[config.mk]
export PLATFORM = sky130hd
export DESIGN_NAME = stopwatch_lap_display
export DESIGN_NICKNAME = d
export VERILOG_FILES = /design/src/sv/swld_pkg.sv /design/src/sv/swld_digit_cell.sv /design/src/sv/swld_ctrl.sv /design/src/sv/stopwatch_lap_display.sv
export SDC_FILE = /design/constraint.sdc
export NUM_CORES = 1
export LEC_CHECK = 0
export BUFFER_PORTS_ARGS = -buffer_cell sky130_fd_sc_hd__buf_2
export CAP_MARGIN = 20
export CORE_UTILIZATION = 39
export CTS_CLUSTER_SIZE = 8
export DETAILED_ROUTE_END_ITERATION = 8
export SKIP_LAST_GASP = 1
export SYNTH_ARGS = -nofsm -noshare
export SYNTH_HDL_FRONTEND = slang
export SYNTH_SLANG_ARGS = --single-unit
[constraint.sdc]
create_clock -name clk -period 4 [get_ports clk]
set_input_delay 0.8 -clock clk [delete_from_list [all_inputs] [get_ports clk]]
set_output_delay 0.8 -clock clk [all_outputs]
set_load 0.05 [all_outputs]
[src/sv/swld_pkg.sv]
// Shared types, constants and helper functions for the stopwatch lap display.
// No dependencies; every other file of the block imports this package.
package swld_pkg;

	// Six BCD digits: hundredth ones at index 0 up to minute tens at index 5.
	localparam int NumDigits = 6;
	localparam int DigitW    = 4;
	localparam int CharW     = 6;

	localparam logic [CharW-1:0] AsciiZero = 6'h30;

	typedef logic [DigitW-1:0] digit_t;

	// Decimal wrap of a digit cell; the seconds tens digit wraps at six.
	localparam digit_t DecModulus = 4'd10;
	localparam digit_t SixModulus = 4'd6;
	localparam int     SecTensIdx = 3;

	// Input opcodes.
	localparam logic OP_TICK    = 1'b0;
	localparam logic OP_BUTTONS = 1'b1;

	// Button bit positions.
	localparam int BtnStart = 0;
	localparam int BtnLap   = 1;
	localparam int BtnStop  = 2;
	localparam int BtnReset = 3;

	// Mode codes shown on the result.
	localparam logic [1:0] MODE_RESET = 2'd0;
	localparam logic [1:0] MODE_RUN   = 2'd1;
	localparam logic [1:0] MODE_LAP   = 2'd2;
	localparam logic [1:0] MODE_STOP  = 2'd3;

	// Watch state; the one-hot code doubles as the LED pattern.
	typedef enum logic [3:0] {
		ST_RUN   = 4'b0001,
		ST_LAP   = 4'b0010,
		ST_STOP  = 4'b0100,
		ST_RESET = 4'b1000
	} watch_state_t;

	// Controls broadcast from the mode controller to every digit cell.
	typedef struct packed {
		logic en;
		logic tick;
		logic clear;
		logic capture;
		logic follow;
	} cell_ctl_t;

	// One buffered result.
	typedef struct packed {
		watch_state_t                state;
		logic [NumDigits-1:0][DigitW-1:0] digits;
	} result_t;

	function automatic digit_t digit_modulus(input int idx);
		digit_t m;
		m = (idx == SecTensIdx) ? SixModulus : DecModulus;
		return m;
	endfunction

	function automatic logic [1:0] mode_code(input watch_state_t s);
		logic [1:0] m;
		unique case (s)
			ST_RUN:  m = MODE_RUN;
			ST_LAP:  m = MODE_LAP;
			ST_STOP: m = MODE_STOP;
			default: m = MODE_RESET;
		endcase
		return m;
	endfunction

	function automatic logic [CharW-1:0] digit_char(input digit_t d);
		logic [CharW-1:0] c;
		c = AsciiZero + CharW'(d);
		return c;
	endfunction

endpackage

[src/sv/swld_digit_cell.sv]
// One BCD digit cell of the stopwatch chain: live counter digit and displayed digit.
// Depends on swld_pkg for the digit type and the control struct.
module swld_digit_cell
	import swld_pkg::*;
#(
	parameter digit_t Modulus = DecModulus
) (
	input  logic      clk,
	input  logic      arst_n,
	input  cell_ctl_t ctl,
	input  logic      carry_in,
	output logic      carry_out,
	output digit_t    shown_next
);

	digit_t live_q;
	digit_t shown_q;
	digit_t live_next;
	logic   at_top;

	// Count step: wrap at the modulus and pass the carry to the next cell.
	assign at_top    = (live_q == Modulus - digit_t'(1));
	assign carry_out = carry_in && at_top;

	always_comb begin
		if (ctl.clear) begin
			live_next = '0;
		end else if (carry_in) begin
			live_next = at_top ? '0 : live_q + digit_t'(1);
		end else begin
			live_next = live_q;
		end
	end

	// Displayed digit is cleared, captured, follows the live digit, or holds its value.
	always_comb begin
		if (ctl.clear) begin
			shown_next = '0;
		end else if (ctl.capture || ctl.follow) begin
			shown_next = live_next;
		end else begin
			shown_next = shown_q;
		end
	end

	always_ff @(posedge clk or negedge arst_n) begin
		if (!arst_n) begin
			live_q  <= '0;
			shown_q <= '0;
		end else if (ctl.en) begin
			live_q  <= live_next;
			shown_q <= shown_next;
		end
	end

endmodule

[src/sv/swld_ctrl.sv]
// Mode controller: decodes ticks and button samples and drives the digit cells.
// Depends on swld_pkg for the state enum, opcodes and the cell control struct.
module swld_ctrl
	import swld_pkg::*;
(
	input  logic         clk,
	input  logic         arst_n,
	input  logic         in_fire,
	input  logic         opcode,
	input  logic [3:0]   buttons,
	output cell_ctl_t    ctl,
	output watch_state_t state_next
);

	watch_state_t state_q;
	logic         is_sample;

	assign is_sample = (opcode == OP_BUTTONS);

	// Button priority: reset, then stop, then lap, then start.
	// An empty sample keeps the current mode.
	always_comb begin
		state_next = state_q;
		if (is_sample) begin
			priority if (buttons[BtnReset]) begin
				state_next = ST_RESET;
			end else if (buttons[BtnStop]) begin
				state_next = ST_STOP;
			end else if (buttons[BtnLap]) begin
				state_next = ST_LAP;
			end else if (buttons[BtnStart]) begin
				state_next = ST_RUN;
			end else begin
				state_next = state_q;
			end
		end
	end

	// Cell controls for the current transaction.
	always_comb begin
		ctl.en      = in_fire;
		ctl.tick    = in_fire && !is_sample && (state_q == ST_RUN || state_q == ST_LAP);
		ctl.clear   = in_fire && is_sample && buttons[BtnReset];
		ctl.capture = in_fire && is_sample && !buttons[BtnReset] && !buttons[BtnStop]
			&& buttons[BtnLap];
		ctl.follow  = in_fire && (state_next == ST_RUN);
	end

	always_ff @(posedge clk or negedge arst_n) begin
		if (!arst_n) begin
			state_q <= ST_RESET;
		end else if (in_fire) begin
			state_q <= state_next;
		end
	end

endmodule

[src/sv/stopwatch_lap_display.sv]
// Channel  Handshake            Payload
// in       in_valid / in_stall  opcode, buttons
// out      out_valid / out_stall mode, led_pattern, six ASCII digit characters
//
// Each transaction updates the mode and the digit chain in the cycle it is accepted;
// its result is registered in the output or skid register. One item per cycle while in_stall is low.
// The carry ripples through the six digit cells within that cycle.
// A two-entry output buffer (output register plus skid register) absorbs stalls;
// in_stall rises only when both entries hold results.
// Reset clears the mode to reset, all digits to zero and empties the buffer.
// Top level of the stopwatch lap display; depends on swld_pkg, swld_ctrl, swld_digit_cell.
module stopwatch_lap_display
	import swld_pkg::*;
(
	input  logic             clk,
	input  logic             arst_n,
	input  logic             in_valid,
	output logic             in_stall,
	input  logic             opcode,
	input  logic [3:0]       buttons,
	output logic             out_valid,
	input  logic             out_stall,
	output logic [1:0]       mode,
	output logic [3:0]       led_pattern,
	output logic [CharW-1:0] minute_tens_char,
	output logic [CharW-1:0] minute_ones_char,
	output logic [CharW-1:0] second_tens_char,
	output logic [CharW-1:0] second_ones_char,
	output logic [CharW-1:0] hundredth_tens_char,
	output logic [CharW-1:0] hundredth_ones_char
);

	logic         in_fire;
	logic         out_fire;
	logic         out_free;
	cell_ctl_t    ctl;
	watch_state_t state_next;
	logic [NumDigits:0] carry;
	logic [NumDigits-1:0][DigitW-1:0] shown_next;
	result_t      result_new;
	result_t      out_q;
	result_t      skid_q;
	logic         out_valid_q;
	logic         skid_valid_q;

	assign in_stall = skid_valid_q;
	assign in_fire  = in_valid && !skid_valid_q;
	assign out_fire = out_valid_q && !out_stall;
	assign out_free = out_fire || !out_valid_q;

	swld_ctrl u_ctrl (
		.clk        (clk),
		.arst_n     (arst_n),
		.in_fire    (in_fire),
		.opcode     (opcode),
		.buttons    (buttons),
		.ctl        (ctl),
		.state_next (state_next)
	);

	// Chain of digit cells, carry handed from the hundredth ones upward.
	assign carry[0] = ctl.tick;

	for (genvar i = 0; i < NumDigits; i++) begin : g_cell
		swld_digit_cell #(
			.Modulus (digit_modulus(i))
		) u_cell (
			.clk        (clk),
			.arst_n     (arst_n),
			.ctl        (ctl),
			.carry_in   (carry[i]),
			.carry_out  (carry[i+1]),
			.shown_next (shown_next[i])
		);
	end

	assign result_new.state  = state_next;
	assign result_new.digits = shown_next;

	// Output buffer control.
	always_ff @(posedge clk or negedge arst_n) begin
		if (!arst_n) begin
			out_valid_q  <= 1'b0;
			skid_valid_q <= 1'b0;
		end else begin
			if (out_free) begin
				out_valid_q  <= skid_valid_q || in_fire;
				skid_valid_q <= 1'b0;
			end else if (in_fire) begin
				skid_valid_q <= 1'b1;
			end
		end
	end

	// Output buffer payload.
	always_ff @(posedge clk) begin
		if (out_free) begin
			if (skid_valid_q) begin
				out_q <= skid_q;
			end else if (in_fire) begin
				out_q <= result_new;
			end
		end else if (in_fire) begin
			skid_q <= result_new;
		end
	end

	// Result formatting from the output register.
	assign out_valid           = out_valid_q;
	assign mode                = mode_code(out_q.state);
	assign led_pattern         = out_q.state;
	assign minute_tens_char    = digit_char(out_q.digits[5]);
	assign minute_ones_char    = digit_char(out_q.digits[4]);
	assign second_tens_char    = digit_char(out_q.digits[3]);
	assign second_ones_char    = digit_char(out_q.digits[2]);
	assign hundredth_tens_char = digit_char(out_q.digits[1]);
	assign hundredth_ones_char = digit_char(out_q.digits[0]);

endmodule

==> results.json <==
{
  "synth.cell_area_um2": 5220,
  "synthDominantCellAreaShare": 0.322,
  "clock_latency_ns": 0.34,
  "ys_async_sr_fraction": 0.491,
  "vias_per_cell": 5.16,
  "hold_buffers": 0,
  "die_h_um": 118,
  "reg2regPathDepth": 7,
  "holdWs_ns": 0.483,
  "min_path_type": "register to register",
  "cts_resized": 0,
  "grt_pass1_wl_um": 17300,
  "gr-total-overflow": 0,
  "worst_slew_pin_slew_ns": 0.908,
  "grt_start_max_net_pins": 40,
  "setup_viol": 0,
  "status": "complete, no violations",
  "regArea_um2": 3030,
  "hold_start": "u_ctrl.state_q[3]",
  "period_share": 0.768,
  "first_pass_iters": 4,
  "grt_use_met1": 0.212,
  "synth_common_cells": "edfxtp_1 (56), dfrtp_1 (53), nor2_1 (41), nand2_1 (34), mux2_2 (27)",
  "grt_util_met3": 0.0276,
  "post_drt_wl_per_cell_um": 15.7,
  "boundaryPins": 53,
  "critPathLaunch": "buttons[3]",
  "syn_to_final_growth_pct": 12.3,
  "core_area_um2": 12800,
  "cp_top_family": "compound AO/OA/AOI/OAI gates",
  "cp.depth": 8,
  "syn_inst": 444,
  "synth-seq-cells": 110,
  "grt_use_total": 0.160,
  "crit_type": "input pin to register",
  "dpl_cell_area_um2": 5590,
  "busiest_layer": "met2",
  "synth.most_common_cell": "edfxtp_1",
  "port_buffers": 40,
  "critPathArrivalTime_ns": 3.15,
  "ir_drop_mv": 0.163,
  "clock_skew_ns": 0.00588,
  "cts_made_buffers": 9,
  "start_util": 0.407,
  "drc_errors": 0,
  "fillCellCount": 1228,
  "multi_input_area_um2": 2010,
  "vias": 3413,
  "fin_nets": 506,
  "ys_top_cells_by_area": "edfxtp_1 (32%), dfrtp_1 (25%), mux2_2 (5.8%)",
  "synth_warnings": 0,
  "cts.sinks": 110,
  "htreeDepth": 3,
  "cap_violations": 0,
  "postSynthAreaPerCell_um2": 11.8,
  "final_area_um2": 5870,
  "final_max_slew_viol_count": 0,
  "clock.fmax_mhz": 325,
  "cts_tree": "yes",
  "fin_setup_tns_ns": 0,
  "pwr_density_cell_nw_per_um2": 429,
  "die-area_um2": 13900,
  "utilization": 0.458,
  "cp-end-kind": "register",
  "synth_edf_count": 56,
  "clk_pin_slew_ns": 0.07,
  "cts_root_buf": "clkbuf_16",
  "synth_cell_types": 52,
  "rows": 41,
  "grt_pass1_vias": 3387,
  "drt_iter0_markers": 161,
  "start_kind": "input pin",
  "period_minus_slack_ns": 3.07,
  "finalHoldViolations": 0,
  "cpPeakStageDelay_ns": 0.72,
  "gp_congestion": 0.774,
  "slew_headroom": 0.395,
  "antennaDiodeCount": 0,
  "min_path_cells": 2,
  "yosys.area.top_type": "edfxtp_1",
  "r2r_start": "g_cell[0].u_cell.live_q[0]",
  "cp_num_buf_inv": 2,
  "place.detailed.hpwl_um": 7040,
  "p_leak_nw": 2.48,
  "slowest_stage": "o31ai_4",
  "synth_flop_cell": "edfxtp_1",
  "wl_um": 10400,
  "antenna_found_initial": 0,
  "antenna_left": 0,
  "grt_use_met2": 0.255,
  "clock_path_buffers": 2,
  "cp_max_fo": 14,
  "die_w_um": 118,
  "postCtsSetupRepairBufs": 0,
  "drive_above_1_share": 0.206,
  "crit_chain": "buf_2 -> o31a_1 -> nor3_4 -> nand2b_4 -> o31ai_4 -> buf_4 -> mux2i_1 -> o21ai_0",
  "synth_seq_area_share": 0.581,
  "cp.required_ns": 4.08,
  "rsz0062_at_grt": "false"
}
[worst min-delay path, cell delays in order (launching register included)]
cell and delay (ns):
dfstp_2 0.38, nand2_1 0.06, nand2_1 0.05
[report_power, final]
part	total [mW]	leakage (nW)	internal [mW]	switching, mW
clock network	0.802	0.118	0.425	0.377
logic	0.399	1.10	0.104	0.295
registers	1.32	1.27	1.28	0.0346
[kinds of logic (layout without fill, tap and decap cells)]
logic type,after synthesis,in the layout,share of synthesized area
other,1,12,0.000718
DFF,110,110,0.581
buffers and inverters,45,80,0.0453
adders and majority gates,12,12,0.0287
AOI/OAI and AO/OA,69,69,0.0877
muxes,42,42,0.0908
xor gates and xnor gates,5,5,0.00838
and+or+nand+nor,160,160,0.158
[placed cells by master (no fill, tap or decap), types with 6 or more instances in the layout]
cell       instances
edfxtp_1          56
dfrtp_1           53
nor2_1            40
buf_2             40
nand2_1           34
mux2_2            27
and2_1            22
o21ai_0           18
a21oi_1           16
nand3_1           16
nor3_1            13
inv_1             12
ha_1              12
conb_1            12
o31ai_1           11
mux2i_1           11
buf_4             11
clkbuf_16          9
and3b_1            6
nand4_1            6
clkbuf_1           6
[worst paths after layout]
kind	endpoint	slack [ns]
max in group asynchronous	u_ctrl.state_q[3]	2.57
setup reg to reg	out_q[13]	1.10
min in group asynchronous	g_cell[3].u_cell.shown_q[3]	0.59
hold / removal	u_ctrl.state_q[3]	0.48
setup / recovery	out_q[20]	0.93
hold reg to reg	u_ctrl.state_q[3]	0.48
[per-stage QoR]
step | power (mW) | setup WS [ns] | cells
after global routing | 2.63 | 0.756 | 662
after global placement | 1.73 | 0.658 | 645
after CTS | 2.55 | 0.895 | 661
after detailed placement | 1.74 | 0.546 | 645
final | 2.52 | 0.928 | 662
after floorplan | 1.64 | 0.745 | 455
[registers in the layout, summed over array words and instances, names as in the netlist]
signal,cells
skid_q,28
g_cell.u_cell.live_q,24
g_cell.u_cell.shown_q,24
out_q,24
led_pattern,4
u_ctrl.state_q,4
in_stall,1
out_valid,1
[area by class of cell]
class,count,share of cell area
clock buffers,15,0.0422
clock inverters,1,0.00128
inverters,12,0.00768
multi-input cells,300,0.342
flip-flops and latches,110,0.517
well taps,172,0.0367
repair buffers,52,0.0529
[layer usage]
layer  part of all wire  wire length, um
met1               0.48             5020
met2               0.46             4820
met3              0.035              364
met4              0.021              217
met5                  0                0
(Power assumes the default switching activity.)
